## config.mk

```make
export PLATFORM = sky130hd
export DESIGN_NAME = peak_program_meter_top
export DESIGN_NICKNAME = d
export VERILOG_FILES = /design/src/hw/rtl/ppm_pkg.sv /design/src/hw/rtl/ppm_fifo.sv /design/src/hw/rtl/ppm_front.sv /design/src/hw/rtl/ppm_back.sv /design/src/hw/rtl/ppm_db.sv /design/src/hw/rtl/peak_program_meter_top.sv
export VERILOG_INCLUDE_DIRS = /design/src /design/src/hw/rtl
export SDC_FILE = /design/constraint.sdc
export NUM_CORES = 2
export LEC_CHECK = 0
export ABC_CLOCK_PERIOD_IN_PS = 35400
export BUFFER_PORTS_ARGS = -buffer_cell sky130_fd_sc_hd__buf_2
export CORE_MARGIN = 1.5
export CORE_UTILIZATION = 53
export DETAILED_ROUTE_END_ITERATION = 7
export GPL_TIMING_DRIVEN = 0
export HOLD_SLACK_MARGIN = 0.08
export PLACE_DENSITY = 0.76
export SLEW_MARGIN = 20
export SYNTH_ARGS = -nofsm -noshare
export SYNTH_HDL_FRONTEND = slang
export SYNTH_SLANG_ARGS = --single-unit
```

## constraint.sdc

```tcl
create_clock -name clock -period 35.4 [get_ports clock]
set_input_delay 7.08 -clock clock [delete_from_list [all_inputs] [get_ports clock]]
set_output_delay 7.08 -clock clock [all_outputs]
set_load 0.01 [all_outputs]
```

## src/hw/rtl/assert_macros.svh

```systemverilog
// Assertion helpers shared by the RTL.
`ifndef ASSERT_MACROS_SVH
`define ASSERT_MACROS_SVH

`ifndef ASSERT_OFF

// Same-cycle implication, disabled while in reset.
`define ASSERT_IMPL(lbl, clk, rst, ante, cons) \
   lbl: assert property (@(posedge clk) disable iff (rst) (ante) |-> (cons)) \
      else $error("assertion failed");

// Next-cycle implication, disabled while in reset.
`define ASSERT_NEXT(lbl, clk, rst, ante, cons) \
   lbl: assert property (@(posedge clk) disable iff (rst) (ante) |=> (cons)) \
      else $error("assertion failed");

`else

`define ASSERT_IMPL(lbl, clk, rst, ante, cons)
`define ASSERT_NEXT(lbl, clk, rst, ante, cons)

`endif

`endif

```

## src/hw/rtl/ppm_pkg.sv

```systemverilog
package ppm_pkg;

   localparam int DEF_MAX_CHANNELS  = 8;
   localparam int DEF_SAMPLE_BITS   = 24;
   localparam int DEF_LOG_FRAC_BITS = 6;

   localparam int COEF_BITS   = 24;
   localparam int FLOOR_BITS  = 23;
   localparam int CH_W        = 3;
   localparam int DB_W        = 16;
   localparam int LOG_Q_BITS  = 16;
   localparam int FRONT_DEPTH = 4;
   localparam int OUT_DEPTH   = 8;

   localparam logic [COEF_BITS-1:0]  ATTACK_RESET  = 24'd83886;
   localparam logic [COEF_BITS-1:0]  RELEASE_RESET = 24'd513;
   localparam logic [FLOOR_BITS-1:0] FLOOR_RESET   = 23'd56522;

   // 20*log10(2) in Q.16
   localparam int                DB_K_BITS   = 19;
   localparam logic [DB_K_BITS-1:0] DB_PER_LOG2 = 19'd394566;

   typedef enum logic [1:0] {
      CSR_ATTACK  = 2'd0,
      CSR_RELEASE = 2'd1,
      CSR_FLOOR   = 2'd2
   } csr_index_type;

   typedef struct packed {
      logic [COEF_BITS-1:0]  atk_coeff;
      logic [COEF_BITS-1:0]  rel_coeff;
      logic [FLOOR_BITS-1:0] peak_floor;
   } cfg_type;

   typedef struct packed {
      logic [CH_W-1:0]        channel;
      logic signed [DB_W-1:0] peak_db;
   } res_type;

   // log2 fraction of (1 + idx/2^frac_bits), Q0.16, by repeated squaring
   function automatic logic [LOG_Q_BITS-1:0] ppm_log_frac(int unsigned idx,
                                                          int unsigned frac_bits);
      logic [63:0]           m;
      logic [LOG_Q_BITS-1:0] f;
      m = ((64'd1 << frac_bits) | 64'(idx)) << (30 - frac_bits);
      f = '0;
      for (int b = LOG_Q_BITS - 1; b >= 0; b--) begin
         m = (m * m) >> 30;
         if (m >= (64'd2 << 30)) begin
            f[b] = 1'b1;
            m    = m >> 1;
         end
      end
      return f;
   endfunction

endpackage

```

## src/hw/rtl/ppm_fifo.sv

```systemverilog
module ppm_fifo #(
   parameter int WIDTH = 8,
   parameter int DEPTH = 4
) (
   input  logic             clock,
   input  logic             reset,
   input  logic             push,
   input  logic [WIDTH-1:0] push_data,
   output logic             full,
   input  logic             pop,
   output logic [WIDTH-1:0] pop_data,
   output logic             empty
);

   localparam int AW = $clog2(DEPTH);

   logic [WIDTH-1:0] mem_ff [DEPTH];
   logic [AW-1:0]    wr_ptr_ff, wr_ptr_in;
   logic [AW-1:0]    rd_ptr_ff, rd_ptr_in;
   logic [AW:0]      cnt_ff, cnt_in;
   logic             push_ok, pop_ok;

   assign full     = (cnt_ff == (AW+1)'(DEPTH));
   assign empty    = (cnt_ff == '0);
   assign push_ok  = push & ~full;
   assign pop_ok   = pop & ~empty;
   assign pop_data = mem_ff[rd_ptr_ff];

   always_comb begin
      wr_ptr_in = push_ok ? AW'(wr_ptr_ff + 1'b1) : wr_ptr_ff;
      rd_ptr_in = pop_ok ? AW'(rd_ptr_ff + 1'b1) : rd_ptr_ff;
      cnt_in    = cnt_ff;
      if (push_ok && !pop_ok) begin
         cnt_in = cnt_ff + 1'b1;
      end else if (pop_ok && !push_ok) begin
         cnt_in = cnt_ff - 1'b1;
      end
   end

   always_ff @(posedge clock) begin
      if (reset) begin
         wr_ptr_ff <= '0;
         rd_ptr_ff <= '0;
         cnt_ff    <= '0;
      end else begin
         wr_ptr_ff <= wr_ptr_in;
         rd_ptr_ff <= rd_ptr_in;
         cnt_ff    <= cnt_in;
      end
   end

   always_ff @(posedge clock) begin
      if (push_ok) begin
         mem_ff[wr_ptr_ff] <= push_data;
      end
   end

endmodule

```

## src/hw/rtl/ppm_front.sv

```systemverilog
module ppm_front import ppm_pkg::*; #(
   parameter int SAMPLE_BITS  = DEF_SAMPLE_BITS,
   parameter int MAX_CHANNELS = DEF_MAX_CHANNELS,
   localparam int CMD_W = CH_W + 1 + SAMPLE_BITS
) (
   input  logic                   clock,
   input  logic                   reset,
   input  logic                   req_push,
   input  logic [CH_W-1:0]        req_channel,
   input  logic [SAMPLE_BITS-1:0] req_sample,
   input  logic                   req_block_end,
   output logic                   req_full,
   input  logic                   q_pop,
   output logic                   q_empty,
   output logic [CMD_W-1:0]       q_data
);

   logic [SAMPLE_BITS-1:0] mag;
   logic                   chan_ok;
   logic                   q_push;
   logic                   q_full;

   // two's complement magnitude; most negative sample maps to full scale
   assign mag     = req_sample[SAMPLE_BITS-1] ? SAMPLE_BITS'(~req_sample + 1'b1)
                                              : req_sample;
   assign chan_ok = ({29'd0, req_channel} < 32'(MAX_CHANNELS));
   assign q_push  = req_push & ~q_full & chan_ok;
   assign req_full = q_full;

   ppm_fifo #(
      .WIDTH (CMD_W),
      .DEPTH (FRONT_DEPTH)
   ) u_cmd_q (
      .clock     (clock),
      .reset     (reset),
      .push      (q_push),
      .push_data ({req_channel, req_block_end, mag}),
      .full      (q_full),
      .pop       (q_pop),
      .pop_data  (q_data),
      .empty     (q_empty)
   );

endmodule

```

## src/hw/rtl/ppm_back.sv

```systemverilog
module ppm_back import ppm_pkg::*; #(
   parameter int SAMPLE_BITS  = DEF_SAMPLE_BITS,
   parameter int MAX_CHANNELS = DEF_MAX_CHANNELS,
   localparam int CMD_W = CH_W + 1 + SAMPLE_BITS
) (
   input  logic                   clock,
   input  logic                   reset,
   input  cfg_type                cfg,
   input  logic                   q_empty,
   input  logic [CMD_W-1:0]       q_data,
   output logic                   q_pop,
   input  logic                   rsp_fire,
   output logic                   db_vld,
   output logic [CH_W-1:0]        db_ch,
   output logic [SAMPLE_BITS-1:0] db_peak
);

   localparam int SB      = SAMPLE_BITS;
   localparam int CH_BITS = (MAX_CHANNELS > 1) ? $clog2(MAX_CHANNELS) : 1;
   localparam int PW      = COEF_BITS + SB;
   localparam int CRW     = $clog2(OUT_DEPTH + 1);

   // per-channel {peak, envelope}
   logic [2*SB-1:0]         mem [MAX_CHANNELS];
   logic [MAX_CHANNELS-1:0] wr_seen_ff, wr_seen_in;

   logic [CH_W-1:0]         q_ch;
   logic                    q_end;
   logic [SB-1:0]           q_mag;
   logic [CH_BITS+CH_W-1:0] q_ch_ext;
   logic [CH_BITS-1:0]      q_addr;

   logic                    e_vld_ff, e_vld_in;
   logic [CH_W-1:0]         e_ch_ff;
   logic                    e_end_ff;
   logic [SB-1:0]           e_mag_ff;
   logic [2*SB-1:0]         e_rd_ff;
   logic                    e_seen_ff;
   logic [CH_BITS+CH_W-1:0] e_ch_ext;
   logic [CH_BITS-1:0]      e_addr;

   logic                    last_vld_ff, last_vld_in;
   logic [CH_BITS-1:0]      last_addr_ff;
   logic [SB-1:0]           last_env_ff;
   logic [SB-1:0]           last_peak_ff;

   logic [CRW-1:0]          credits_ff, credits_in;
   logic                    credit_ok;

   logic                    fwd;
   logic [SB-1:0]           env_cur, peak_cur;
   logic                    attack;
   logic [COEF_BITS-1:0]    coef;
   logic [SB-1:0]           oper;
   logic [PW-1:0]           prod, prod_up;
   logic [SB-1:0]           env_new, peak_new, peak_wr;
   logic                    fire;

   assign q_ch     = q_data[CMD_W-1 -: CH_W];
   assign q_end    = q_data[SB];
   assign q_mag    = q_data[SB-1:0];
   assign q_ch_ext = {{CH_BITS{1'b0}}, q_ch};
   assign q_addr   = q_ch_ext[CH_BITS-1:0];
   assign e_ch_ext = {{CH_BITS{1'b0}}, e_ch_ff};
   assign e_addr   = e_ch_ext[CH_BITS-1:0];

   assign credit_ok = (credits_ff < CRW'(OUT_DEPTH));
   assign fire      = e_vld_ff & (~e_end_ff | credit_ok);
   assign q_pop     = ~q_empty & (~e_vld_ff | fire);

   // last write bypasses a read taken at the same edge
   assign fwd = last_vld_ff & (last_addr_ff == e_addr);

   always_comb begin
      if (fwd) begin
         env_cur  = last_env_ff;
         peak_cur = last_peak_ff;
      end else if (e_seen_ff) begin
         env_cur  = e_rd_ff[SB-1:0];
         peak_cur = e_rd_ff[2*SB-1:SB];
      end else begin
         env_cur  = '0;
         peak_cur = '0;
      end
   end

   // attack: env + a*(m-env) >> 24;  release: env - ceil(r*env >> 24)
   assign attack  = ~(env_cur > e_mag_ff);
   assign coef    = attack ? cfg.atk_coeff : cfg.rel_coeff;
   assign oper    = attack ? SB'(e_mag_ff - env_cur) : env_cur;
   assign prod    = PW'(coef) * PW'(oper);
   assign prod_up = prod + PW'({COEF_BITS{1'b1}});
   assign env_new = attack ? SB'(env_cur + prod[PW-1:COEF_BITS])
                           : SB'(env_cur - prod_up[PW-1:COEF_BITS]);
   assign peak_new = (env_new > peak_cur) ? env_new : peak_cur;
   assign peak_wr  = e_end_ff ? '0 : peak_new;

   assign db_vld  = fire & e_end_ff;
   assign db_ch   = e_ch_ff;
   assign db_peak = peak_new;

   always_comb begin
      e_vld_in    = q_pop ? 1'b1 : (fire ? 1'b0 : e_vld_ff);
      last_vld_in = last_vld_ff | fire;
      wr_seen_in  = wr_seen_ff;
      if (fire) begin
         wr_seen_in[e_addr] = 1'b1;
      end
      credits_in = credits_ff;
      case ({db_vld, rsp_fire})
         2'b10:   credits_in = CRW'(credits_ff + 1'b1);
         2'b01:   credits_in = CRW'(credits_ff - 1'b1);
         default: credits_in = credits_ff;
      endcase
   end

   always_ff @(posedge clock) begin
      if (reset) begin
         e_vld_ff    <= 1'b0;
         last_vld_ff <= 1'b0;
         wr_seen_ff  <= '0;
         credits_ff  <= '0;
      end else begin
         e_vld_ff    <= e_vld_in;
         last_vld_ff <= last_vld_in;
         wr_seen_ff  <= wr_seen_in;
         credits_ff  <= credits_in;
      end
   end

   always_ff @(posedge clock) begin
      if (q_pop) begin
         e_ch_ff   <= q_ch;
         e_end_ff  <= q_end;
         e_mag_ff  <= q_mag;
         e_rd_ff   <= mem[q_addr];
         e_seen_ff <= wr_seen_ff[q_addr];
      end
      if (fire) begin
         mem[e_addr]  <= {peak_wr, env_new};
         last_addr_ff <= e_addr;
         last_env_ff  <= env_new;
         last_peak_ff <= peak_wr;
      end
   end

endmodule

```

## src/hw/rtl/ppm_db.sv

```systemverilog
module ppm_db import ppm_pkg::*; #(
   parameter int SAMPLE_BITS   = DEF_SAMPLE_BITS,
   parameter int LOG_FRAC_BITS = DEF_LOG_FRAC_BITS
) (
   input  logic                   clock,
   input  logic                   reset,
   input  logic [FLOOR_BITS-1:0]  peak_floor,
   input  logic                   in_vld,
   input  logic [CH_W-1:0]        in_ch,
   input  logic [SAMPLE_BITS-1:0] in_peak,
   output logic                   out_vld,
   output res_type                out_res
);

   localparam int SB    = SAMPLE_BITS;
   localparam int LFB   = LOG_FRAC_BITS;
   localparam int TSIZE = 1 << LFB;
   localparam int CW    = (SB > FLOOR_BITS) ? SB : FLOOR_BITS;
   localparam int KW    = $clog2(SB);
   localparam int MW    = KW + LOG_Q_BITS;
   localparam int PRW   = MW + DB_K_BITS;
   localparam int QW    = PRW + 1 - 24;

   logic [LOG_Q_BITS-1:0] log_tab [TSIZE];

   for (genvar i = 0; i < TSIZE; i++) begin : g_tab
      assign log_tab[i] = ppm_log_frac(i, LFB);
   end

   logic [4:0]      vld_ff, vld_in;
   logic [CH_W-1:0] ch_ff [5];

   logic [SB-1:0]   s0_peak_ff;
   logic [SB-1:0]   s1_p_ff, s1_p_in;
   logic [SB-1:0]   s2_p_ff;
   logic [KW-1:0]   s2_k_ff, s2_k_in;
   logic [MW-1:0]   s3_mag_ff, s3_mag_in;
   logic [PRW-1:0]  s4_prod_ff, s4_prod_in;

   logic [FLOOR_BITS-1:0] fl;
   logic [CW-1:0]         mx;
   logic [SB+LFB-1:0]     sh;
   logic [LFB-1:0]        idx;
   logic [PRW:0]          rnd;
   logic [QW-1:0]         q;
   logic [16:0]           qs;

   // floor, then clamp to full scale
   assign fl = (peak_floor == '0) ? FLOOR_BITS'(1) : peak_floor;
   always_comb begin
      mx = (CW'(s0_peak_ff) < CW'(fl)) ? CW'(fl) : CW'(s0_peak_ff);
      if (mx > (CW'(1) << (SB - 1))) begin
         mx = CW'(1) << (SB - 1);
      end
      s1_p_in = mx[SB-1:0];
   end

   // leading one position
   always_comb begin
      s2_k_in = '0;
      for (int i = 0; i < SB; i++) begin
         if (s1_p_ff[i]) begin
            s2_k_in = KW'(i);
         end
      end
   end

   // bits below the leading one index the fraction table
   assign sh        = {s2_p_ff, {LFB{1'b0}}} >> s2_k_ff;
   assign idx       = sh[LFB-1:0];
   assign s3_mag_in = {KW'(SB - 1) - s2_k_ff, {LOG_Q_BITS{1'b0}}} - MW'(log_tab[idx]);

   assign s4_prod_in = PRW'(s3_mag_ff) * PRW'(DB_PER_LOG2);

   assign rnd = (PRW+1)'(s4_prod_ff) + ((PRW+1)'(1) << 23);
   assign q   = rnd[PRW:24];
   assign qs  = (32'(q) > 32'd32768) ? 17'd32768 : 17'(q);

   assign out_vld         = vld_ff[4];
   assign out_res.channel = ch_ff[4];
   assign out_res.peak_db = DB_W'(17'd0 - qs);

   assign vld_in = {vld_ff[3:0], in_vld};

   always_ff @(posedge clock) begin
      if (reset) begin
         vld_ff <= '0;
      end else begin
         vld_ff <= vld_in;
      end
   end

   always_ff @(posedge clock) begin
      ch_ff[0]   <= in_ch;
      for (int i = 1; i < 5; i++) begin
         ch_ff[i] <= ch_ff[i-1];
      end
      s0_peak_ff <= in_peak;
      s1_p_ff    <= s1_p_in;
      s2_p_ff    <= s1_p_ff;
      s2_k_ff    <= s2_k_in;
      s3_mag_ff  <= s3_mag_in;
      s4_prod_ff <= s4_prod_in;
   end

endmodule

```

## src/hw/rtl/peak_program_meter_top.sv

```systemverilog
// Peak program meter. Each transaction is one signed sample of one channel;
// the channel's envelope follows the sample magnitude (attack when rising,
// release decay when falling) and the block peak holds the envelope's
// maximum. A sample flagged block_end produces one result: the floored peak
// in dBFS (Q8.8), after which that channel's peak restarts from zero while
// its envelope carries on. Samples for a channel at or above MAX_CHANNELS
// are taken and dropped. One sample is taken every clock cycle; the envelope
// update (one multiply and add) in the back end forwards its last write so
// the same channel may repeat on every cycle. A result passes the envelope
// stage and the dB stages s0 to s4, then waits in an eight-entry result
// queue; input stalls only when that queue backs up.
// Per-channel state is valid right after reset with no clearing pass.
// Coefficient writes are meant to happen while no transaction is in flight.
module peak_program_meter_top import ppm_pkg::*; #(
   parameter int MAX_CHANNELS  = DEF_MAX_CHANNELS,
   parameter int SAMPLE_BITS   = DEF_SAMPLE_BITS,
   parameter int LOG_FRAC_BITS = DEF_LOG_FRAC_BITS
) (
   input  logic                   clock,
   input  logic                   reset,
   input  logic                   req_push,
   input  logic [CH_W-1:0]        req_channel,
   input  logic [SAMPLE_BITS-1:0] req_sample,
   input  logic                   req_block_end,
   output logic                   req_full,
   output logic                   rsp_empty,
   input  logic                   rsp_pop,
   output logic [CH_W-1:0]        rsp_out_channel,
   output logic signed [DB_W-1:0] rsp_peak_db,
   input  logic                   csr_we,
   input  logic [1:0]             csr_index,
   input  logic [COEF_BITS-1:0]   csr_wdata
);

`include "assert_macros.svh"

   localparam int CMD_W = CH_W + 1 + SAMPLE_BITS;
   localparam int RES_W = $bits(res_type);

   cfg_type cfg_ff, cfg_in;

   logic                   q_empty, q_pop;
   logic [CMD_W-1:0]       q_data;
   logic                   db_vld;
   logic [CH_W-1:0]        db_ch;
   logic [SAMPLE_BITS-1:0] db_peak;
   logic                   res_push, res_full;
   res_type                res_in, res_out;
   logic [RES_W-1:0]       res_out_bits;
   logic                   rsp_fire;

   always_comb begin
      cfg_in = cfg_ff;
      if (csr_we) begin
         unique case (csr_index_type'(csr_index))
            CSR_ATTACK:  cfg_in.atk_coeff  = csr_wdata;
            CSR_RELEASE: cfg_in.rel_coeff  = csr_wdata;
            CSR_FLOOR:   cfg_in.peak_floor = csr_wdata[FLOOR_BITS-1:0];
            default:     cfg_in = cfg_ff;
         endcase
      end
   end

   always_ff @(posedge clock) begin
      if (reset) begin
         cfg_ff.atk_coeff  <= ATTACK_RESET;
         cfg_ff.rel_coeff  <= RELEASE_RESET;
         cfg_ff.peak_floor <= FLOOR_RESET;
      end else begin
         cfg_ff <= cfg_in;
      end
   end

   ppm_front #(
      .SAMPLE_BITS  (SAMPLE_BITS),
      .MAX_CHANNELS (MAX_CHANNELS)
   ) u_front (
      .clock         (clock),
      .reset         (reset),
      .req_push      (req_push),
      .req_channel   (req_channel),
      .req_sample    (req_sample),
      .req_block_end (req_block_end),
      .req_full      (req_full),
      .q_pop         (q_pop),
      .q_empty       (q_empty),
      .q_data        (q_data)
   );

   assign rsp_fire = rsp_pop & ~rsp_empty;

   ppm_back #(
      .SAMPLE_BITS  (SAMPLE_BITS),
      .MAX_CHANNELS (MAX_CHANNELS)
   ) u_back (
      .clock    (clock),
      .reset    (reset),
      .cfg      (cfg_ff),
      .q_empty  (q_empty),
      .q_data   (q_data),
      .q_pop    (q_pop),
      .rsp_fire (rsp_fire),
      .db_vld   (db_vld),
      .db_ch    (db_ch),
      .db_peak  (db_peak)
   );

   ppm_db #(
      .SAMPLE_BITS   (SAMPLE_BITS),
      .LOG_FRAC_BITS (LOG_FRAC_BITS)
   ) u_db (
      .clock      (clock),
      .reset      (reset),
      .peak_floor (cfg_ff.peak_floor),
      .in_vld     (db_vld),
      .in_ch      (db_ch),
      .in_peak    (db_peak),
      .out_vld    (res_push),
      .out_res    (res_in)
   );

   ppm_fifo #(
      .WIDTH (RES_W),
      .DEPTH (OUT_DEPTH)
   ) u_res_q (
      .clock     (clock),
      .reset     (reset),
      .push      (res_push),
      .push_data (res_in),
      .full      (res_full),
      .pop       (rsp_pop),
      .pop_data  (res_out_bits),
      .empty     (rsp_empty)
   );

   assign res_out         = res_type'(res_out_bits);
   assign rsp_out_channel = res_out.channel;
   assign rsp_peak_db     = res_out.peak_db;

   // credit scheme must keep room for every result in flight
   `ASSERT_IMPL(a_res_room, clock, reset, res_push, !res_full)
   `ASSERT_NEXT(a_res_shows, clock, reset, res_push, !rsp_empty)
   `ASSERT_IMPL(a_cmd_pop, clock, reset, q_pop, !q_empty)

endmodule
```

# Word-level counts from Yosys, hierarchy flattened
# Memory sizes are Yosys's and may differ from the RTL's. A register that Yosys moved wholly into a read port is not among the register bits.
# Index checks and enable logic that the tools add are counted.
# totals
regBits	324
latchBits	0
ram_bits	663
rom_bits	1024
in_bits	59
output_inout_bits	21
elab_cells	176
memories	5
# classes
addsub	19
n_mul	2
div	0
magnitude_cmp	10
n_eq_ne	7
n_shift	1
n_mux	58
bitwise	21
reduce_logical	23
# memory_table
memory	words	word_bits	rd	rd_ports_with_merged_regs	wr	line_no	text
(no name shown)	64	16	1	0	0	ppm_db.sv:71	assign s3_mag_in = {KW'(SB - 1) - s2_k_ff, {LOG_Q_BITS{1'b0}}} - MW'(log_tab[idx]);
u_back.mem	8	48	1	1	1	ppm_back.sv:24	logic [2*SB-1:0] mem [MAX_CHANNELS];
u_res_q.mem_ff	8	19	1	1	1	ppm_fifo.sv:17	logic [WIDTH-1:0] mem_ff [DEPTH];
u_front.u_cmd_q.mem_ff	4	28	1	1	1	ppm_fifo.sv:17	
u_db.ch_ff	5	3	5	0	5	ppm_db.sv:31	logic [CH_W-1:0] ch_ff [5];
# op_table
operator	n
$mux W24	11
$mux W5	13
$add A48 B24 Y48 const B	1
$gt A24 B24 Y1	2
$mul A24 B24 Y48	1
$mux W16	3
$sub A24 B24 Y24	2
$add A40 B24 Y41 const B	1
$mul A21 B18 Y39 const B	1
$shr A30 B5 Y6	1
$add A24 B1 Y24 const B	1
$add A24 B24 Y24	1
$gt A24 B24 Y1 const B	1
$lt A24 B23 Y1	1
$mux W3	8
$not A24 Y24	1
$logic_not A23 Y1	1
$mux W23	1
$sub A21 B16 Y21	1
$gt A17 B16 Y1 const B	1
$sub A1 B16 Y16 const A	1
$mux W1	12
$mux W2	5
$add A3 B1 Y3 const B	3
other kinds (33)	67

# Longest topological paths before layout
# logic_depth
word_depth	22
mapped_depth	83
depth_no_buf	75

# Hierarchy
# A second synthesis with hierarchy kept.
# hier_totals
cells_unflattened	6055
hier_area_um2	70475.1
# modules_own_cells
module	n_inst	cells_per_inst	area_per_inst_um2	seq_area_each_um2
ppm_back	1	3838	43142.6	15655.0
ppm_db	1	1381	12871.1	2702.6
ppm_fifo (u_res_q)	1	292	6482.5	4824.6
ppm_fifo (u_front.u_cmd_q)	1	194	4530.6	3543.4
peak_program_meter_top	1	280	2924.1	1421.4
ppm_front	1	70	524.3	0.0

# Worst setup path before layout
# No wires, ideal clock.
# synth_path
path_type	reg-to-reg
startpoint	reg u_back.e_ch_ff[1] (netlist: u_back.db_ch[1])
endpoint	reg u_back.last_peak_ff[12], data pin
setup_ps	373
t_arrival_ps	17474
t_required_ps	35027
setup_slack_ps	17553
path_stages_with_launch	77
path_buffers	9
period_less_slack_ps	17847
cell_sequence	edfxtp_1 xnor2_2 and4_1 buf_2 clkbuf_1 buf_1 a21oi_1 inv_1 fa_1 nor2b_1 o2111ai_1 a41oi_1 o311ai_2 a21oi_1 a31o_2 clkbuf_1 clkbuf_1 buf_1 (+41 left out) a21oi_1 nor2_1 xnor2_1 ha_1 a21oi_1 nor2b_1 o21ai_0 nand2b_1 a21oi_1 nor2b_1 o21ai_0 nand2b_1 a21oi_1 a32o_1 clkbuf_1 nor3_1 mux2_2 a2111oi_0
# synth_via
elab_chain_len	12
word_cells_on_any_way	16
classes_between	4 x add/sub; 1 x mul; 2 x order compare; 1 x eq/ne; 7 x mux; 1 x bitwise
# synth_lines
element	line_no	text
start, declared	ppm_back.sv:34	logic [CH_W-1:0] e_ch_ff;
start signal, assigned	ppm_back.sv:133	e_ch_ff <= q_ch;
$eq A3 B3 Y1 *	ppm_back.sv:72	assign fwd = last_vld_ff & (last_addr_ff == e_addr);
$and A1 B1 Y1 *	ppm_back.sv:72	
$mux W24 *	ppm_back.sv:75	if (fwd) begin
$sub A24 B24 Y24 or $gt A24 B24 Y1 (tied branches)	ppm_back.sv:90, ppm_back.sv:88	
$mux W24 (on tied branches)	ppm_back.sv:90, ppm_back.sv:89	
$mul A24 B24 Y48	ppm_back.sv:91	assign prod = PW'(coef) * PW'(oper);
$add A48 B24 Y48	ppm_back.sv:92	assign prod_up = prod + PW'({COEF_BITS{1'b1}});
$sub A24 B24 Y24	ppm_back.sv:94	: SB'(env_cur - prod_up[PW-1:COEF_BITS]);
$mux W24 *	ppm_back.sv:93	assign env_new = attack ? SB'(env_cur + prod[PW-1:COEF_BITS])
via u_back.env_new[17]	ppm_back.sv:56	logic [SB-1:0] env_new, peak_new, peak_wr;
$gt A24 B24 Y1 *	ppm_back.sv:95	assign peak_new = (env_new > peak_cur) ? env_new : peak_cur;
$mux W24 *	ppm_back.sv:95	
$mux W24 *	ppm_back.sv:96	assign peak_wr = e_end_ff ? '0 : peak_new;
via u_back.peak_wr[12]	ppm_back.sv:56	
end signal, assigned	ppm_back.sv:143	last_peak_ff <= peak_wr;
end, declared	ppm_back.sv:45	logic [SB-1:0] last_peak_ff;
# The timed path passes the listed nets; every way through them passes the cells marked *.
# A chain may end at the register's enable or synchronous reset.

# Worst setup path after layout
# layout_path
startpoint	reg u_back.e_ch_ff[1] (netlist: u_back.db_ch[1])
endpoint	mem u_back.mem[1][41] in the netlist's numbering, data pin
# layout_via
elab_chain_len	12
word_cells_on_any_way	16
classes_between	4 x add/sub; 1 x mul; 2 x order compare; 1 x eq/ne; 7 x mux; 1 x bitwise
# layout_lines
element	line_no
$eq A3 B3 Y1 *	ppm_back.sv:72
$and A1 B1 Y1 *	ppm_back.sv:72
$mux W24 *	ppm_back.sv:75
$sub A24 B24 Y24 or $gt A24 B24 Y1 (tied branches)	ppm_back.sv:90, ppm_back.sv:88
$mux W24 (on tied branches)	ppm_back.sv:90, ppm_back.sv:89
$mul A24 B24 Y48	ppm_back.sv:91
$add A48 B24 Y48	ppm_back.sv:92
$sub A24 B24 Y24	ppm_back.sv:94
$mux W24 *	ppm_back.sv:93
via u_back.env_new[17]	ppm_back.sv:56
$gt A24 B24 Y1	ppm_back.sv:95
$mux W24 *	ppm_back.sv:95
$mux W24 *	ppm_back.sv:96
via u_back.peak_wr[17]	ppm_back.sv:56
end, declared	ppm_back.sv:24
# Marks and branches as above.

==> run summary <==
Post-CTS Repair Setup Buffers: 0
Fin. max-slew vios: 0
Cells after Synth: 6178
CTS clock-pin slew for the worst setup and hold paths: 70 ps
Post-Route WL: 201.8 mm
Commonest cells in the netlist: inv_1 (818), edfxtp_1 (776), nand2_1 (690)
Largest family of logic cells by synthesized area: adder cells
Storage cell area: 28150 um2
# resized after CTS: 0
Top post-synthesis cells by area: edfxtp_1 (33%), fa_1 (16%), ha_1 (8.4%)
Clock buffer depth: 3
Via Count: 49840
XOR/XNOR Fraction of Synth Area: 2.319%
Hpwl dp: 155.6 mm
Status: finished clean
Post-synthesis cell area: 70140 um2
Crit Path Max Fanout: 10
Synth unique cells: 109
Number of max-cap violations: 0
Clock Latency Late Sink: 710 ps
Reg2reg path depth: 78
Final net count: 7502
Num CTS Buffers: 100
Synth Area in Compound Gates: 8.099%
DIE WIDTH: 366.8 um
Cell accounting for the most synthesized area: edfxtp_1
Multi-input gate area: 38180 um2
Detailed-route wire length per cell: 24.40 um
WHS Path Cells: 0
Slew @ Worst Pin: 1248 ps
CP peak stage delay: 860 ps
Root buf cell: clkbuf_16
DRT Pass-1 Iters: 8
H-tree depth: 3
Largest net degree at the start of global routing: 29
First-pass GRT wire length: 306.4 mm
Die ar.: 134500 um2
Avg Inst Size Synth: 11.35 um2
Setup_tns: 0 ps
DRC: 0
Max Freq: 41.58 MHz
Startpoint Class: flop
Post-Synth Simple-Gate Area: 10.87%
Most frequent cell after synthesis: inv_1
Register area share after synthesis: 40.13%
Filler instances: 10570
Post-route minimum period: 24050 ps
Buffers on Ports: 78
Async SR Flop Fraction: 0%
Most common flop cell mapped by yosys: edfxtp_1
Initial antenna violation count: 22
Yosys warning total: 0
Yosys reg bits: 1018
Starting Density: 53.35%
Kind of critical path: reg2reg
Drt initial violations: 5107
Ports: 80
Post-Synth Adder-Cell Area: 24.36%
Hold Crit Class: reg2reg
Worst EP required: 35740 ps
Final Skew: 41.19 ps
Final hold violations: 0
CP most frequent cell: a21oi_1
Mux share of post-synthesis cell area: 8.353%
Placer's final routability congestion estimate: 1.010
RSZ-0062 raised after global routing: no
Layout area overhead: 10.16%
Antenna-violating nets left: 0
Vias in the first global route: 50650
Fin crit share: 67.94%
CTS tree: done
Core area: 131500 um2
Number of synthesized flops with an enable pin: 776
# hold bufs at CTS: 0
Std cell rows: 133
Die Y: 366.8 um
Share of cells above drive strength 1: 10.94%
CTS Sinks: 1018
Crit path capture type: flop
Syn Nets: 7266
Rel. slew slack: 14.42%
Vias per cell: 6.026
Critical-path top delay cell: nor3_1
Critical Path AT: 24390 ps
Final setup fails: 0
Total grt overflow: 0
Post-synth top area share: 33.22%
Gr usage total: 30.14%
==> routing by layer <==
layer  vias up  track usage [%]  share of wire [%]  wire, um
met5         -                0              0.023        46
met3       561            6.415                 10     20100
met1     24820            39.13                 38     76950
met4         8            15.98                6.1     12410
li1      21840                -                  -         -
met2      2616            47.62                 46     92300
==> per-stage QoR <==
stage / utilization [%] / cell area, um2 / worst slack (ps) / cells / hold WS [ps]
final: 58.77 / 77260 / 11350 / 8270 / 312.8
after detailed placement: 56.15 / 73820 / 12130 / 8066 / 312.1
after CTS: 58.68 / 77140 / 11970 / 8253 / 306.5
after global placement: 55.32 / 72720 / 12410 / 8011 / 310.1
after floorplan: - / 70140 / 17550 / 6178 / 309.6
after global routing: 58.75 / 77230 / 10260 / 8259 / 308.3
==> sequential cells by signal (all words and copies together) (netlist names), 4 cells and up, named ones only <==
register and count:
u_back.mem 384, u_res_q.mem_ff 152, u_front.u_cmd_q.mem_ff 112, cfg_ff 71, u_back.e_rd_ff 48, u_back.e_mag_ff 24
u_back.last_env_ff 24, u_back.last_peak_ff 24, u_db.s0_peak_ff 24, u_db.s1_p_ff 24, u_db.s2_p_ff 24, u_db.s3_mag_ff 21
u_db.s4_prod_ff 17, u_db.ch_ff 15, u_back.wr_seen_ff 8, u_db.s2_k_ff 5, u_db.vld_ff 5, u_back.credits_ff 4
u_res_q.cnt_ff 4
==> area by class of cell <==
type                            instances  share of cell area (%)
Sequential cell                      1018                   36.43
Clock buffer                          141                   3.608
Inverter                              822                   3.994
Tap cell                             1755                   2.842
Multi-Input combinational cell       4075                   49.42
Timing Repair Buffer                  134                   1.629
Clock inverter                         46                  0.6899
Antenna cell                           16                 0.05182
Buffer                                263                   1.336
==> cells by family (layout without fill, tap and decap cells) <==
kind of cell | count (synthesis) | count (layout)
other cells | 0 | 16
buf+inv | 1085 | 1406
compound gates | 839 | 839
simple gates | 1676 | 1676
mux | 345 | 345
flops | 1018 | 1018
fa+ha+maj | 1031 | 1031
xor+xnor | 184 | 184
==> cell usage in the layout (no fill, tap or decap), types with 62 or more instances in the layout <==
master,instances
inv_1,818
edfxtp_1,776
nand2_1,690
fa_1,558
nor2_1,475
ha_1,471
a21oi_1,255
dfxtp_1,242
clkbuf_1,227
mux4_2,183
xnor2_1,115
o21ai_0,112
buf_2,102
clkbuf_16,101
mux2_2,89
nor3_1,74
a21o_1,62
==> worst max-delay path, delay by kind of cell (launching register included) <==
family                   cells  cell delay, ps
XOR/XNOR                     5            1420
buffers and inverters       16            4990
AND/OR/NAND/NOR             21            5570
adder cells (fa/ha/maj)     13            5590
flip-flops                   1             540
AO/OA/AOI/OAI               23            5490
==> final timing paths <==
kind | start | end | slack, ps
hold reg to reg | u_db.ch_ff[0][4]$_DFF_P_ | u_db.ch_ff[0][7]$_DFF_P_ | 310
hold / removal | u_db.ch_ff[0][4]$_DFF_P_ | u_db.ch_ff[0][7]$_DFF_P_ | 310
setup / recovery | u_back.db_ch[1]$_DFFE_PP_ | u_back.mem[1][41]$_DFFE_PP_ | 11350
setup reg to reg | u_back.db_ch[1]$_DFFE_PP_ | u_back.mem[1][41]$_DFFE_PP_ | 11350
Power is not shown: default switching activity piles up to over one toggle a cycle in this logic, so the estimate is an artifact.
